`config.mk`:
```
export PLATFORM = sky130hd
export DESIGN_NAME = mtf_cell
export DESIGN_NICKNAME = d
export VERILOG_FILES = /design/src/rtl/move_to_front_search_list_assert.svh /design/src/rtl/mtf_pkg.sv /design/src/rtl/mtf_cell.sv
export SDC_FILE = /design/constraint.sdc
export NUM_CORES = 1
export LEC_CHECK = 0
export ABC_AREA = 1
export ABC_CLOCK_PERIOD_IN_PS = 1200
export CORE_ASPECT_RATIO = 2
export CORE_MARGIN = 2
export CORE_UTILIZATION = 61
export CTS_BUF_LIST = sky130_fd_sc_hd__clkbuf_16
export CTS_CLUSTER_DIAMETER = 50
export CTS_CLUSTER_SIZE = 14
export DETAILED_ROUTE_END_ITERATION = 8
export DONT_BUFFER_PORTS = 1
export HOLD_SLACK_MARGIN = 0.05
export MAX_ROUTING_LAYER = met4
export PLACE_DENSITY = 0.77
export RECOVER_POWER = 100
export SKIP_CTS_REPAIR_TIMING = 1
export SKIP_LAST_GASP = 1
export SLEW_MARGIN = 40
export SYNTH_ARGS = -nofsm -noshare
export SYNTH_HDL_FRONTEND = slang
export SYNTH_SLANG_ARGS = --single-unit
```
`constraint.sdc`:
```
create_clock -name clk -period 1.2 [get_ports clk]
set_input_delay 0.24 -clock clk [delete_from_list [all_inputs] [get_ports clk]]
set_output_delay 0.24 -clock clk [all_outputs]
set_load 0.05 [all_outputs]
```
`src/rtl/move_to_front_search_list_assert.svh`:
```
// assertion macros for the move-to-front list
`ifndef MOVE_TO_FRONT_SEARCH_LIST_ASSERT_SVH
`define MOVE_TO_FRONT_SEARCH_LIST_ASSERT_SVH

// condition implies consequence in the same cycle
`define MTF_ASSERT_SAME(label, cond, cons) \
    label: assert property (@(posedge clk) disable iff (!rst_n) (cond) |-> (cons)) \
        else $error("move_to_front_search_list: same-cycle check failed");

// condition implies consequence in the next cycle
`define MTF_ASSERT_NEXT(label, cond, cons) \
    label: assert property (@(posedge clk) disable iff (!rst_n) (cond) |=> (cons)) \
        else $error("move_to_front_search_list: next-cycle check failed");

`endif

```
`src/rtl/mtf_pkg.sv`:
```
// shared constants and types for the move-to-front list
`default_nettype none

package mtf_pkg;

    localparam int DEPTH_DEF   = 16;
    localparam int VALUE_W     = 32;
    localparam int HIT_POS_W   = 4;
    localparam int ENTRY_CNT_W = 5;

    // request codes
    localparam logic REQ_INSERT = 1'b0;
    localparam logic REQ_SEARCH = 1'b1;

    // broadcast control from the sequencer to every cell
    typedef struct packed {
        logic               cmp_en;
        logic [VALUE_W-1:0] cmp_value;
        logic               upd_en;
        logic               upd_insert;
        logic               upd_found;
    } mtf_ctrl_t;

    // neighbor handoff between adjacent cells
    typedef struct packed {
        logic               hit_seen;
        logic [VALUE_W-1:0] data;
    } mtf_link_t;

endpackage

`default_nettype wire

```
`src/rtl/mtf_cell.sv`:
```
// one list cell: holds an entry, compares it, shifts from its left neighbor
`default_nettype none

module mtf_cell import mtf_pkg::*;
#(
    parameter int INDEX = 0,
    parameter int CNT_W = 5
)
(
    input  wire logic             clk,
    input  wire logic             rst_n,
    input  wire mtf_ctrl_t        ctrl,
    input  wire logic [CNT_W-1:0] count,
    input  wire mtf_link_t        link_in,
    output mtf_link_t             link_out,
    output logic                  first_hit
);

    logic [VALUE_W-1:0] data_reg;
    logic [VALUE_W-1:0] data_next;
    logic               match_reg;
    logic               match_next;
    logic               live;
    logic               shift;

    // entry holds a value when it sits below the fill count
    assign live = (count > CNT_W'(INDEX));

    // compare phase
    always_comb
    begin
        match_next = match_reg;
        if (ctrl.cmp_en)
        begin
            match_next = live && (data_reg == ctrl.cmp_value);
        end
    end

    // on insert every cell takes its left neighbor's entry; on a search hit, cells up to the first hit do
    assign shift = ctrl.upd_en &&
                   (ctrl.upd_insert || (ctrl.upd_found && !link_in.hit_seen));

    always_comb
    begin
        data_next = data_reg;
        if (shift)
        begin
            data_next = link_in.data;
        end
    end

    always_ff @(posedge clk or negedge rst_n)
    begin
        if (!rst_n)
        begin
            match_reg <= 1'b0;
        end
        else
        begin
            match_reg <= match_next;
        end
    end

    // entry storage, no reset
    always_ff @(posedge clk)
    begin
        data_reg <= data_next;
    end

    // handoff to the right neighbor
    assign link_out.hit_seen = link_in.hit_seen | match_reg;
    assign link_out.data     = data_reg;
    assign first_hit         = match_reg & ~link_in.hit_seen;

endmodule

`default_nettype wire

```
==> impl_metrics.sql, run 1 <==
INSERT INTO impl_metrics (metric_group, metric, value, unit) VALUES
('clocking', 'insertion_delay', '0.26', 'ns'),
('run_status', 'outcome', 'completed', ''),
('placement', 'port_buffers', '0', ''),
('floorplanning', 'floorplan.rows', '26', ''),
('routing', 'drc_errors', '0', ''),
('routing', 'detail_route.wl_per_cell', '14.6', 'um'),
('worst_setup_path', 'worst_setup_path_startpoint', 'match_reg$_DFFE_PN0P_', ''),
('clocking', 'cts_buffer_depth', '2', ''),
('global_routing', 'grt_first_pass_wirelength', '4.96', 'mm'),
('yosys', 'synth_xor_xnor_area_share', '5.93', '%'),
('yosys', 'synthMuxAreaShare', '0', '%'),
('timing', 'fin_worst_skew', '0.00155', 'ns'),
('yosys', 'synth_compound_area_share', '1.00', '%'),
('yosys', 'netlist_area_before_placement', '1620', 'um2'),
('worst_setup_path', 'worstPathArrival', '0.95', 'ns'),
('yosys', 'synthAdderAreaFrac', '0', '%'),
('power', 'leakagePower', '1.00', 'nW'),
('finish', 'layout.cells.non_filler', '248', ''),
('clocking', 'h-tree-depth', '2', ''),
('worst_setup_path', 'worst-endpoint-required', '0.96', 'ns'),
('yosys', 'synth-simple-area-share', '22.7', '%'),
('floorplanning', 'floorplan.die_area', '3120', 'um2'),
('timing', 'totalNegativeSetupSlack', '0', 'ns'),
('routing', 'top_signal_layer_used', 'met4', ''),
('floorplanning', 'die_w', '40.5', 'um'),
('routing', 'met2_wirelength', '2.18', 'mm'),
('timing', 'grt_setup_unrepaired', 'true', ''),
('timing', 'post-route-min-period', '1.19', 'ns'),
('routing', 'drtPass1Iterations', '4', ''),
('power', 'worst_ir_drop_vdd', '0.00147', 'V'),
('routing', 'wl_met1', '1.05', 'mm'),
('global_routing', 'grt_use_total', '24.9', '%'),
('floorplanning', 'core_area', '2540', 'um2'),
('yosys', 'synthDistinctLibCells', '17', ''),
('timing', 'timing.final.hold_violations', '0', ''),
('timing', 'final_setup_viols', '0', ''),
('finish', 'design_area', '2090', 'um2'),
('global_routing', 'grt_max_degree', '20', ''),
('power', 'pwr_density_cell', '1550', 'nW/um2'),
('timing', 'final_min_period_over_clock_period', '99.5', '%'),
('timing', 'timing.fmax', '0.838', 'GHz'),
('yosys', 'synth.yosys.seq_area_share', '60.7', '%'),
('clocking', 'cts.sinks', '33', ''),
('timing', 'maxSlewViolCount', '0', ''),
('clocking', 'tritoncts_clock_tree', 'built', ''),
('global_routing', 'grt_antenna_before_repair', '0', ''),
('yosys', 'synthesis.instances', '176', ''),
('worst_setup_path', 'criticalPathCategory', 'reg2out', ''),
('timing', 'worst-slew-pin-transition', '0.582', 'ns'),
('yosys', 'ys.warnings.count', '0', ''),
('worst_setup_path', 'worst_setup_path_end_kind', 'output port', ''),
('global_routing', 'grt_overflow_total', '0', ''),
('floorplanning', 'number_of_ports_placed_on_the_die_boundary', '110', ''),
('routing', 'postRouteWirelength', '3.61', 'mm'),
('worst_setup_path', 'endpoint', 'first_hit', ''),
('clocking', 'clk_root_buffer_cell', 'clkbuf_16', ''),
('worst_setup_path', 'rrSetupSlack', '0.07', 'ns'),
('min_path', 'worstHoldPathType', 'in2reg', ''),
('finish', 'drive_above_1_share', '21.4', '%'),
('global_routing', 'grt_pass1_vias', '1212', ''),
('floorplanning', 'fp.dieH', '77.0', 'um'),
('placement', 'gp_routability_congestion', '0.860', ''),
('worst_setup_path', 'r2r_start', 'data_reg[31]$_DFFE_PP_', ''),
('finish', 'flip_flop_count_of_the_largest_register_all_copies_and_words_added', '32', ''),
('yosys', 'synth.ff_latch_count', '33', ''),
('finish', 'finalNetCount', '296', ''),
('routing', 'detail-route-antenna-nets', '0', ''),
('worst_setup_path', 'path_max_fanout', '2', ''),
('routing', 'drt_iter0_drc', '29', ''),
('worst_setup_path', 'r2r_cells', '9', ''),
('finish', 'ant_cells', '0', '');
[worst max-delay path, stage by stage, from the launching register on]
cell and delay, ns:
dfrtp_1 0.37, inv_2 0.06, nor2_4 0.10, buf_6 0.16
[synthesized netlist by cell type (all sizes together)]
cell | number | area, um2
edfxtp | 32 | 961
o22ai | 1 | 6.26
o21ai | 1 | 5.00
inv | 42 | 158
nor2 | 17 | 68.8
nand3 | 4 | 25.0
dfrtp | 1 | 25.0
nand4 | 4 | 25.0
xnor2 | 11 | 96.3
a21oi | 1 | 5.00
nand3b | 1 | 7.51
nand2 | 56 | 210
or2 | 5 | 31.3
[how the worst min path moves through the flow]
stage                     depth (start not counted)  slack, ns   startpoint                     end
after floorplan                                   0      -0.06        rst_n   match_reg$_DFFE_PN0P_
after global placement                            0      -0.06        rst_n   match_reg$_DFFE_PN0P_
after detailed placement                          0      -0.06        rst_n   match_reg$_DFFE_PN0P_
after CTS                                         0      -0.34        rst_n   match_reg$_DFFE_PN0P_
after global routing                              0       0.06  link_in[26]  data_reg[26]$_DFFE_PP_
final                                             0       0.07  link_in[26]  data_reg[26]$_DFFE_PP_
[per-stage QoR]
| stage | hold slack (ns) | worst slack, ns | utilization (%) | power [mW] |
|---|---|---|---|---|
| floorplan | -0.0556 | -0.123 | - | 1.97 |
| global placement | -0.0555 | 0.117 | 78.4 | 2.16 |
| detailed placement | -0.0555 | 0.0846 | 78.4 | 2.18 |
| CTS | -0.339 | -0.0350 | 83.6 | 3.30 |
| global route | 0.0570 | -0.0627 | 82.2 | 3.36 |
| finish | 0.0682 | 0.00612 | 82.2 | 3.24 |
[metal layers]
| layer | up-vias | global-route usage, % |
|---|---|---|
| met2 | 68 | 43.3 |
| met3 | 8 | 9.83 |
| met5 | - | - |
| li1 | 622 | - |
| met1 | 566 | 19.1 |
| met4 | 0 | 13.0 |
[report_power, final]
part	internal, mW	switching (mW)
logic	0.206	0.488
registers	1.38	0.0637
clock network	0.736	0.369
total	2.32	0.920
[area by class of cell]
cell class | count | area (um2)
fill | 145 | 452
sequential | 33 | 986
tap | 28 | 35.0
inverter | 42 | 159
clock buffer | 5 | 125
clock inverter | 2 | 7.51
multi-input combinational | 101 | 488
timing repair buffer | 37 | 285
[logic make-up after synthesis]
family / count (synthesis)
and+or+nand+nor: 87
buffers and inverters: 42
DFF: 33
xor gates and xnor gates: 11
AOI/OAI and AO/OA: 3
No activity file was read; power rests on OpenSTA's default activity.
==> run 2, diff against run 1 <==
--- a/config.mk
+++ b/config.mk
@@ -8,3 +8,3 @@
 export ABC_AREA = 1
-export ABC_CLOCK_PERIOD_IN_PS = 1200
+export ABC_CLOCK_PERIOD_IN_PS = 1100
 export CORE_ASPECT_RATIO = 2
==> constraint.sdc (replaced) <==
create_clock -name clk -period 1.1 [get_ports clk]
set_input_delay 0.165 -clock clk [delete_from_list [all_inputs] [get_ports clk]]
set_output_delay 0.165 -clock clk [all_outputs]
set_load 0.05 [all_outputs]
==> impl_metrics.sql, run 2 (synthesis results as in run 1) <==
INSERT INTO impl_metrics (metric_group, metric, value, unit) VALUES
('run_status', 'outcome', 'complete, but fails checks', ''),
('run_status', 'failed_checks', 'negative setup slack', ''),
('clocking', 'clk_root_buffer_cell', 'clkbuf_16', ''),
('min_path', 'min_from', 'ctrl[35]', ''),
('worst_setup_path', 'r2r_cells', '9', ''),
('clocking', 'tritoncts_clock_tree', 'built', ''),
('clocking', 'cts_buffer_depth', '2', ''),
('floorplanning', 'fp.dieH', '77.0', 'um'),
('routing', 'drtPass1Iterations', '5', ''),
('timing', 'final_min_period_over_clock_period', '134', '%'),
('routing', 'drt_iter0_drc', '191', ''),
('floorplanning', 'initial_core_util', '64.0', '%'),
('power', 'finalPower', '3.91', 'mW'),
('clocking', 'path_clk_slew', '0.05', 'ns'),
('global_routing', 'grt_overflow_total', '0', ''),
('placement', 'placement_cell_area', '2000', 'um2'),
('routing', 'drc_errors', '0', ''),
('timing', 'layout_setup_ws', '-0.379', 'ns'),
('worst_setup_path', 'rrSetupSlack', '-0.38', 'ns'),
('routing', 'route.vias.total', '1827', ''),
('clocking', 'cts_inserted_buffers', '5', ''),
('floorplanning', 'number_of_ports_placed_on_the_die_boundary', '110', ''),
('min_path', 'timing.hold.worst_endpoint', 'match_reg$_DFFE_PN0P_', ''),
('timing', 'post-route-min-period', '1.48', 'ns'),
('worst_setup_path', 'worst-endpoint-required', '1.32', 'ns'),
('power', 'worst_ir_drop_vdd', '0.00171', 'V'),
('finish', 'drive_above_1_share', '20.6', '%'),
('global_routing', 'grt_use_total', '26.3', '%'),
('timing', 'final_setup_viols', '19', ''),
('routing', 'detail_route.wl_per_cell', '29.0', 'um'),
('finish', 'ant_cells', '0', ''),
('power', 'leakagePower', '1.15', 'nW'),
('placement', 'gp_routability_congestion', '0.859', ''),
('clocking', 'cts.sinks', '33', ''),
('run', 'timing.max_cap.violations', '0', ''),
('floorplanning', 'floorplan.rows', '26', ''),
('clocking', 'h-tree-depth', '2', ''),
('min_path', 'worstHoldPathType', 'in2reg', ''),
('finish', 'area_growth_syn_to_layout', '49.6', '%'),
('floorplanning', 'core_area', '2540', 'um2'),
('placement', 'dpl.hpwl', '3.03', 'mm'),
('finish', 'layout.cells.most_common', 'nand2_1', ''),
('timing', 'slew-limit-headroom', '66.1', '%'),
('floorplanning', 'floorplan.die_area', '3120', 'um2'),
('timing', 'grt_setup_unrepaired', 'true', ''),
('worst_setup_path', 'worst_setup_path_end_kind', 'flip-flop', ''),
('routing', 'viasPerCell', '6.53', ''),
('global_routing', 'grt_pass1_vias', '1278', ''),
('timing', 'timing.final.hold_violations', '0', ''),
('worst_setup_path', 'worstPathArrival', '1.69', 'ns'),
('timing', 'maxSlewViolCount', '0', ''),
('floorplanning', 'die_w', '40.5', 'um'),
('placement', 'port_buffers', '0', ''),
('finish', 'mostFrequentLayoutCells', 'nand2_1 (55), inv_1 (40), dlygate4sd3_1 (33)', ''),
('finish', 'design_area', '2430', 'um2'),
('worst_setup_path', 'cp-start-kind', 'flip-flop', ''),
('worst_setup_path', 'criticalPathCategory', 'reg2reg', ''),
('clocking', 'insertion_delay', '0.28', 'ns'),
('routing', 'postRouteWirelength', '8.11', 'mm'),
('global_routing', 'grt_max_degree', '20', ''),
('timing', 'worst-slew-pin-transition', '0.509', 'ns'),
('global_routing', 'grt_antenna_before_repair', '0', ''),
('worst_setup_path', 'path_max_fanout', '3', ''),
('global_routing', 'grt_first_pass_wirelength', '5.22', 'mm'),
('worst_setup_path', 'r2r_start', 'data_reg[5]$_DFFE_PP_', ''),
('worst_setup_path', 'r2r_end', 'match_reg$_DFFE_PN0P_', ''),
('power', 'pwr_density_cell', '1610', 'nW/um2'),
('finish', 'flip_flop_count_of_the_largest_register_all_copies_and_words_added', '32', ''),
('finish', 'finalNetCount', '329', ''),
('timing', 'timing.fmax', '0.676', 'GHz'),
('routing', 'detail-route-antenna-nets', '0', ''),
('min_path', 'whs_path_depth', '3', ''),
('timing', 'fin_worst_skew', '0.00194', 'ns');
[run 2: worst max-delay path, cell delays in order, from the launching register on]
cell      delay [ns]
edfxtp_1        0.47
nand2_1         0.18
nand2_1         0.08
inv_1           0.09
nand2_1         0.08
nor2_1          0.13
nand3_1         0.10
nor2_1          0.14
nand2_1         0.08
nand2_1         0.06
[run 2: worst max path at each step]
stage | startpoint | to | slack [ns] | depth (start not counted)
final | data_reg[5]$_DFFE_PP_ | match_reg$_DFFE_PN0P_ | -0.38 | 9
after global routing | data_reg[5]$_DFFE_PP_ | match_reg$_DFFE_PN0P_ | -0.50 | 9
after CTS | match_reg$_DFFE_PN0P_ | first_hit | -0.08 | 3
after detailed placement | data_reg[30]$_DFFE_PP_ | match_reg$_DFFE_PN0P_ | -0.0008 | 9
after global placement | data_reg[6]$_DFFE_PP_ | match_reg$_DFFE_PN0P_ | 0.02 | 7
after floorplan | data_reg[31]$_DFFE_PP_ | match_reg$_DFFE_PN0P_ | -0.22 | 10
[run 2: where the power goes]
part / total, mW / switching [mW] / internal, mW / leakage, nW
clock network: 1.32 / 0.510 / 0.808 / 0.0655
registers: 1.61 / 0.111 / 1.50 / 0.318
logic: 0.974 / 0.658 / 0.317 / 0.762
[run 2: cell type report]
type                       count  area [um2]
sequential                    33         986
timing repair buffer          70         623
tap                           28        35.0
multi-input combinational    101         498
clock inverter                 1        5.00
clock buffer                   5         125
fill                          35         108
inverter                      42         158
[run 2: through the flow]
stage          utilization, %  cells   TNS (ns)  setup WS, ns  hold WS [ns]
2_1_floorplan               -    176      -1.80        -0.223        -0.131
5_1_grt                  95.8    280      -1.46        -0.504         0.102
6_report                 95.8    280      -1.17        -0.379        0.0943
3_3_place_gp             78.8    240          0        0.0159        -0.131
4_1_cts                  84.0    246     -0.192       -0.0791        -0.413
3_5_place_dp             78.8    240  -0.000833     -0.000833        -0.131
[run 2: layer usage]
layer / vias to the layer above / global-route usage [%] / wire, um
met2: 233 / 46.7 / 3900
met4: 0 / 14.7 / 1060
met3: 102 / 8.96 / 1060
li1: 687 / - / -
met5: - / - / 0
met1: 805 / 19.5 / 2090
